==> src/bba_pkg.sv <==
`timescale 1ns / 1ps
package bba_pkg;
    localparam int TABLE_DEPTH_DEF = 1024;
    localparam int POOL_ORDER_DEF  = 8;
    localparam int PAGE_BYTES_DEF  = 4096;

    localparam logic [1:0] CMD_INIT   = 2'd0;
    localparam logic [1:0] CMD_ALLOC  = 2'd1;
    localparam logic [1:0] CMD_FREE   = 2'd2;
    localparam logic [1:0] CMD_UNUSED = 2'd3;

    localparam logic [1:0] ST_OK     = 2'd0;
    localparam logic [1:0] ST_REJECT = 2'd1;
    localparam logic [1:0] ST_NOFIT  = 2'd2;
    localparam logic [1:0] ST_FULL   = 2'd3;

    // controller -> datapath commands
    typedef struct packed {
        logic load;        // capture input item
        logic clr_table;   // entry_count <= 0, ready <= 0
        logic init_pool;   // append pool, ready <= 1
        logic scan_start;  // idx <= 0
        logic scan_next;   // idx++
        logic rd_issue;    // test read data of entry idx-1
        logic split_step;  // halve found entry, append upper (on a full table, write it back free)
        logic set_used;    // write found entry used
        logic take_buddy;  // absorb buddy (mark used, climb)
        logic append_cur;  // append merged block
        logic set_status;
        logic [1:0] status;
        logic set_addr;
        logic push_res;    // move result into the output register
    } bba_cmd_t;

    // datapath -> controller status
    typedef struct packed {
        logic [1:0] cmd;
        logic       ready;
        logic       base_zero;
        logic       ord_bad;
        logic       free_bad;
        logic       scan_end;   // idx > entry_count, or table empty
        logic       hit;        // registered entry matches
        logic       need_split; // found order > req
        logic       full;       // table full
        logic       climb_ok;   // cur_ord < POOL_ORDER and buddy in range
    } bba_stat_t;
endpackage

==> src/bba_ctrl.sv <==
`timescale 1ns / 1ps
module bba_ctrl import bba_pkg::*; (
    input  logic      aclk,
    input  logic      aresetn,
    input  logic      in_fire,
    output logic      in_ready,
    output logic      out_valid,
    input  logic      out_ready,
    input  bba_stat_t s,
    output bba_cmd_t  c
);
    typedef enum logic [2:0] {
        S_IDLE, S_DECODE, S_SCAN, S_SPLIT, S_CHECK, S_DONE
    } state_t;
    state_t state_reg, state_next;
    logic   valid_reg, valid_next;

    // Scan: idx steps each cycle until a hit or the scan end; read data of idx-1 is tested with rd_issue.
    always_comb begin
        c = '0;
        state_next = state_reg;
        valid_next = valid_reg;
        if (valid_reg && out_ready) begin
            valid_next = 1'b0;
        end
        unique case (state_reg)
            S_IDLE: begin
                if (in_fire) begin
                    c.load = 1'b1;
                    state_next = S_DECODE;
                end
            end
            S_DECODE: begin
                c.status = ST_REJECT;
                if (s.cmd == CMD_INIT) begin
                    c.clr_table = 1'b1;
                    c.init_pool = !s.base_zero;
                    c.status = s.base_zero ? ST_REJECT : ST_OK;
                    c.set_status = 1'b1;
                    state_next = S_DONE;
                end else if (!s.ready || s.ord_bad || s.cmd == CMD_UNUSED ||
                             (s.cmd == CMD_FREE && s.free_bad)) begin
                    c.set_status = 1'b1;
                    state_next = S_DONE;
                end else if (s.cmd == CMD_FREE && !s.climb_ok) begin
                    c.append_cur = 1'b1;
                    c.status = s.full ? ST_FULL : ST_OK;
                    c.set_status = 1'b1;
                    state_next = S_DONE;
                end else begin
                    c.scan_start = 1'b1;
                    state_next = S_SCAN;
                end
            end
            S_SCAN: begin
                c.rd_issue = 1'b1;
                c.scan_next = 1'b1;
                if (s.hit) begin
                    c.scan_next = 1'b0;
                    c.rd_issue = 1'b0;
                    if (s.cmd == CMD_ALLOC) begin
                        state_next = S_SPLIT;
                    end else begin
                        c.take_buddy = 1'b1;
                        state_next = S_CHECK;
                    end
                end else if (s.scan_end) begin
                    c.rd_issue = 1'b0;
                    c.scan_next = 1'b0;
                    c.set_status = 1'b1;
                    if (s.cmd == CMD_ALLOC) begin
                        c.status = ST_NOFIT;
                    end else begin
                        c.append_cur = 1'b1;
                        c.status = s.full ? ST_FULL : ST_OK;
                    end
                    state_next = S_DONE;
                end
            end
            S_SPLIT: begin
                if (s.need_split && !s.full) begin
                    c.split_step = 1'b1;
                end else if (s.need_split) begin
                    // table full: found entry written back free at its cut order
                    c.split_step = 1'b1;
                    c.set_status = 1'b1;
                    c.status = ST_FULL;
                    state_next = S_DONE;
                end else begin
                    c.set_used = 1'b1;
                    c.set_status = 1'b1;
                    c.set_addr = 1'b1;
                    c.status = ST_OK;
                    state_next = S_DONE;
                end
            end
            S_CHECK: begin
                if (s.climb_ok) begin
                    c.scan_start = 1'b1;
                    state_next = S_SCAN;
                end else begin
                    c.append_cur = 1'b1;
                    c.set_status = 1'b1;
                    c.status = s.full ? ST_FULL : ST_OK;
                    state_next = S_DONE;
                end
            end
            S_DONE: begin
                if (!valid_reg || out_ready) begin
                    c.push_res = 1'b1;
                    valid_next = 1'b1;
                    state_next = S_IDLE;
                end
            end
            default: state_next = S_IDLE;
        endcase
    end

    always_ff @(posedge aclk) begin
        if (!aresetn) begin
            state_reg <= S_IDLE;
            valid_reg <= 1'b0;
        end else begin
            state_reg <= state_next;
            valid_reg <= valid_next;
        end
    end

    assign in_ready  = (state_reg == S_IDLE);
    assign out_valid = valid_reg;
endmodule

==> config.mk <==
export PLATFORM = sky130hd
export DESIGN_NAME = bba_ctrl
export DESIGN_NICKNAME = d
export VERILOG_FILES = /design/src/bba_pkg.sv /design/src/bba_ctrl.sv
export SDC_FILE = /design/constraint.sdc
export NUM_CORES = 1
export LEC_CHECK = 0
export BUFFER_PORTS_ARGS = -buffer_cell sky130_fd_sc_hd__clkbuf_2
export CORE_MARGIN = 2
export CORE_UTILIZATION = 43
export DETAILED_ROUTE_END_ITERATION = 10
export GPL_TIMING_DRIVEN = 0
export PLACE_DENSITY = 0.76
export SLEW_MARGIN = 20
export SYNTH_ARGS = -nofsm -noshare
export SYNTH_HDL_FRONTEND = slang
export SYNTH_SLANG_ARGS = --single-unit
==> constraint.sdc <==
create_clock -name aclk -period 2.95 [get_ports aclk]
set_input_delay 0.885 -clock aclk [delete_from_list [all_inputs] [get_ports aclk]]
set_output_delay 0.885 -clock aclk [all_outputs]
set_load 0.005 [all_outputs]
### After elaboration in Yosys (flattened, before gate mapping)

Index checks and enable logic that the tools add are counted.

| storage, ports and cells | value |
|---|---|
| register bits after elaboration | 4 |

| operators by class | value |
|---|---|
| equality and inequality tests | 12 |
| multiplexer cells | 53 |
| reductions and logical operators | 16 |

Operators with widths:

| operator | number |
|---|---|
| $mux W3 | 11 |
| $mux W1 | 23 |
| $mux W2 | 10 |
| $mux W4 | 5 |
| $pmux W3 S6 | 1 |
| $pmux W3 S4 | 1 |
| $eq A3 B2 Y1 const B | 2 |
| $eq A3 B3 Y1 const B | 2 |
| $ne A2 B2 Y1 const B | 3 |
| $logic_not A1 Y1 | 5 |
| $eq A2 B2 Y1 const B | 2 |
| $logic_and A1 B1 Y1 | 4 |
| $logic_or A1 B1 Y1 | 4 |
| $reduce_and A4 Y1 | 1 |
| $eq A3 B1 Y1 const B | 1 |
| $logic_not A3 Y1 | 1 |
| $ne A3 B3 Y1 const B | 1 |
| $pmux W1 S3 | 1 |
| $eq A2 B1 Y1 const B | 1 |
| $logic_not A2 Y1 | 1 |
| $pmux W1 S2 | 1 |

### Depth between registers and ports, before layout

| logic depth | value |
|---|---|
| depth after elaboration | 7 |
| depth in mapped cells | 5 |
| mapped depth without buffers | 4 |

### Worst setup path before layout

No wires, ideal clock.

| timing | value |
|---|---|
| kind | input port to output port |
| from | input s[9] in the netlist's numbering |
| to | output c[2] in the netlist's numbering |
| data arrival time | 1.838 ns |
| path slack | 0.227 ns |
| cell stages on the path | 4 |
| cell sequence | or4b_1 > o32ai_1 > o21a_1 > o21ai_1 |

RTL lines:

| element | line | source |
|---|---|---|
| start, declared | bba_ctrl.sv:9 | `input bba_stat_t s,` |
| end, declared | bba_ctrl.sv:10 | `output bba_cmd_t c` |

==> flow_summary.ini <==
[sta]
tightestPinTransition_ns = 0.4318
holdWs_ns = 0.5257
hold_viol = 0
maxSlewViolCount = 0
setup_violations = 1
finalWorstSetupSlack_ns = -0.02477
slew_headroom = 0.7115
post-route-min-period_ns = 2.975
rsz0062_at_grt = true
max_clock_freq_ghz = 0.3362
timing.final.crit_share = 1.008
fin_worst_skew_ns = 0.002153

[synthesis]
synth_top_area_cell = dfxtp_1
syn_nets = 100
synth_compound_area_frac = 0.3506
netlist_top_cells_area = dfxtp_1 (14%), nand2b_1 (7.6%), nor2b_1 (5.4%), a21oi_1 (5.2%), o21ai_0 (5.2%)
post_synth_most_frequent_cells = nand2b_1 (7), a21oi_1 (6), o21ai_0 (6)
synth-edff-count = 0
avgSynthCellArea_sq_um = 6.801
netlist_area_sq_um = 578.1
synth_top_family_by_area = simple AND/OR/NAND/NOR gates
synth_mux_area_frac = 0
synthSimpleGateAreaFrac = 0.4351
yosysSeqAreaShare = 0.1385
ys_seq_elements = 4
synth_ff_type = dfxtp_1
postSynth.asyncResetShare = 0
synth_adder_area_share = 0
synth_cells = 85
synth_xor_area_frac = 0
ys_warn_count = 0
netlist.area_leader.share = 0.1385
synth_most_common_cell = nand2b_1
synth_cell_types = 33

[pwr]
p_sw_frac = 0.3784
p_per_area_mw_per_mm2 = 343.1
clock_power_share = 0.249
vdd_drop_max_uv = 248.7
pwr-share-comb = 0.511
p_switching_mw = 0.1035
total_power_mw = 0.2735
p_int_mw = 0.1700
leakage_nw = 0.3567
seq_power_share = 0.240

[die]
dieArea_sq_mm = 0.001654
die_y_microns = 40.67
start_util = 0.4499
core_sq_mm = 0.001285
io_pins = 32
fp.dieW_microns = 40.67
num_rows = 13

[critical_path]
r2r_cells = 5
start_kind = input pin
cp.required_ns = 2.07
worstSetupEndpointType = output port
cp_num_cells = 6
cp.arrival_ns = 2.09
crit_buf_inv = 2
crit_chain = clkbuf_8 -> or4b_4 -> o32ai_2 -> o21a_1 -> o21ai_1 -> clkbuf_2
critPathTopFamily = simple AND/OR/NAND/NOR gates
cpMaxStageDelayCell = or4b_4
max_stage_delay_ns = 0.52
critical_path_peak_fanout = 7
critPathKind = in -> out

[grt]
grt_pass1_wl_microns = 2435
grt_use_total = 0.2210
grt_max_degree = 11
antenna_found_initial = 0
overflow = 0
grt_pass1_vias = 596

[clock_tree]
clockRootBuffer = clkbuf_4
htree_num_levels = 1
hold_buffers = 0
clk_path_buf_depth = 2
cts_buffers = 3
clkLatencyLatePin_ns = 0.23
cts_tree = built
clk_pin_slew_ns = 0.04
post_cts_buffers = 0
tritoncts_num_sinks = 4

[placed_design]
io_buffer_count = 31
dp.cells = 131
gp_congestion = 0.9424
dp_hpwl_microns = 1336

[run]
cap_viol_max_count = 0

[final_layout]
largest_reg_flops = 3
fin_cells = 134
final.fill_count = 120
fin_nets = 136
n_antenna_cell = 0
drive_gt1_frac = 0.3697
area_growth_pct = 37.88

[detailed_routing]
via_count = 778
ant_nets = 0
first_pass_iters = 4
drt_iter0_markers = 26
drc = 0
drt-total-wl_microns = 1693
routed_via_density = 5.806
wl_per_cell_microns = 12.63

[run_status]
status = finished with violations
failed_checks = negative setup slack

[min_path]
whs_path_depth = 2
holdCritPathClass = reg -> reg
[cells by family after synthesis]
kind of cell    count (synthesis)
buf+inv                         9
flops                           4
compound gates                 31
simple gates                   41
[final timing paths]
check,startpoint,to,slack (ns)
max reg2reg,state_reg[1],state_reg[0],1.48
min reg2reg,out_valid,out_valid,0.53
max,s[9],c[2],-0.02
min,out_valid,out_valid,0.53
[cell type report]
cell class                 count  area, sq um  area share
multi-input combinational     72        467.9      0.5871
timing repair buffer          31        163.9      0.2057
sequential                     4        80.08      0.1005
buffer                         6        32.53     0.04082
clock buffer                   3        22.52     0.02826
tap                           15        18.77     0.02355
inverter                       3        11.26     0.01413
[placed cells by master (no fill, tap or decap), types with 3 or more instances in the layout]
cell | Yosys | final
dfxtp_1 | 4 | 4
nor3_1 | 4 | 4
nor2_1 | 5 | 4
nand3_1 | 4 | 4
nand2_1 | 5 | 5
nand2b_1 | 7 | 7
a211oi_1 | 3 | 3
inv_1 | 3 | 3
clkbuf_4 | 0 | 3
o21a_1 | 4 | 4
nor2b_1 | 5 | 5
a21oi_1 | 6 | 6
nor3b_1 | 3 | 3
buf_2 | 2 | 3
clkbuf_2 | 0 | 29
o21ai_0 | 6 | 5
[power by group through the flow]
stage          logic [mW]  registers [mW]  clock network [mW]
2_1_floorplan      0.0864          0.0642                   0
3_3_place_gp        0.133          0.0655                   0
3_5_place_dp        0.134          0.0662                   0
4_1_cts             0.139          0.0654              0.0710
5_1_grt             0.154          0.0660              0.0717
6_report            0.140          0.0657              0.0681
[worst min-delay path, delay by kind of cell, from the launching register on]
family | cells | cell delay (ns)
simple gates | 1 | 0.08
compound gates | 1 | 0.08
flops | 1 | 0.31
[metrics by stage]
stage / area [sq um] / worst slack (ns) / setup TNS (ns) / utilization
2_1_floorplan: 578.1 / 0.2266 / 0 / -
3_3_place_gp: 752.0 / -0.05173 / -0.1081 / 0.5852
3_5_place_dp: 752.0 / -0.06940 / -0.1424 / 0.5852
4_1_cts: 797.0 / -0.008003 / -0.008003 / 0.6203
5_1_grt: 797.0 / -0.06575 / -0.1064 / 0.6203
6_report: 797.0 / -0.02477 / -0.02477 / 0.6203
[layer usage]
layer	vias up	track usage	share of wire
met5	-	0	0
met4	0	0.1583	0.019
met3	4	0.02174	0.070
met2	42	0.3413	0.49
met1	343	0.2834	0.42
li1	389	-	-
[what timing repair did]
item                                    in CTS  in global routing
endpoints found under the setup margin       3                  4
pin swaps                                    1                  0
gates resized for setup                      4                  2
Note: power is estimated with default switching activity, not from simulation.
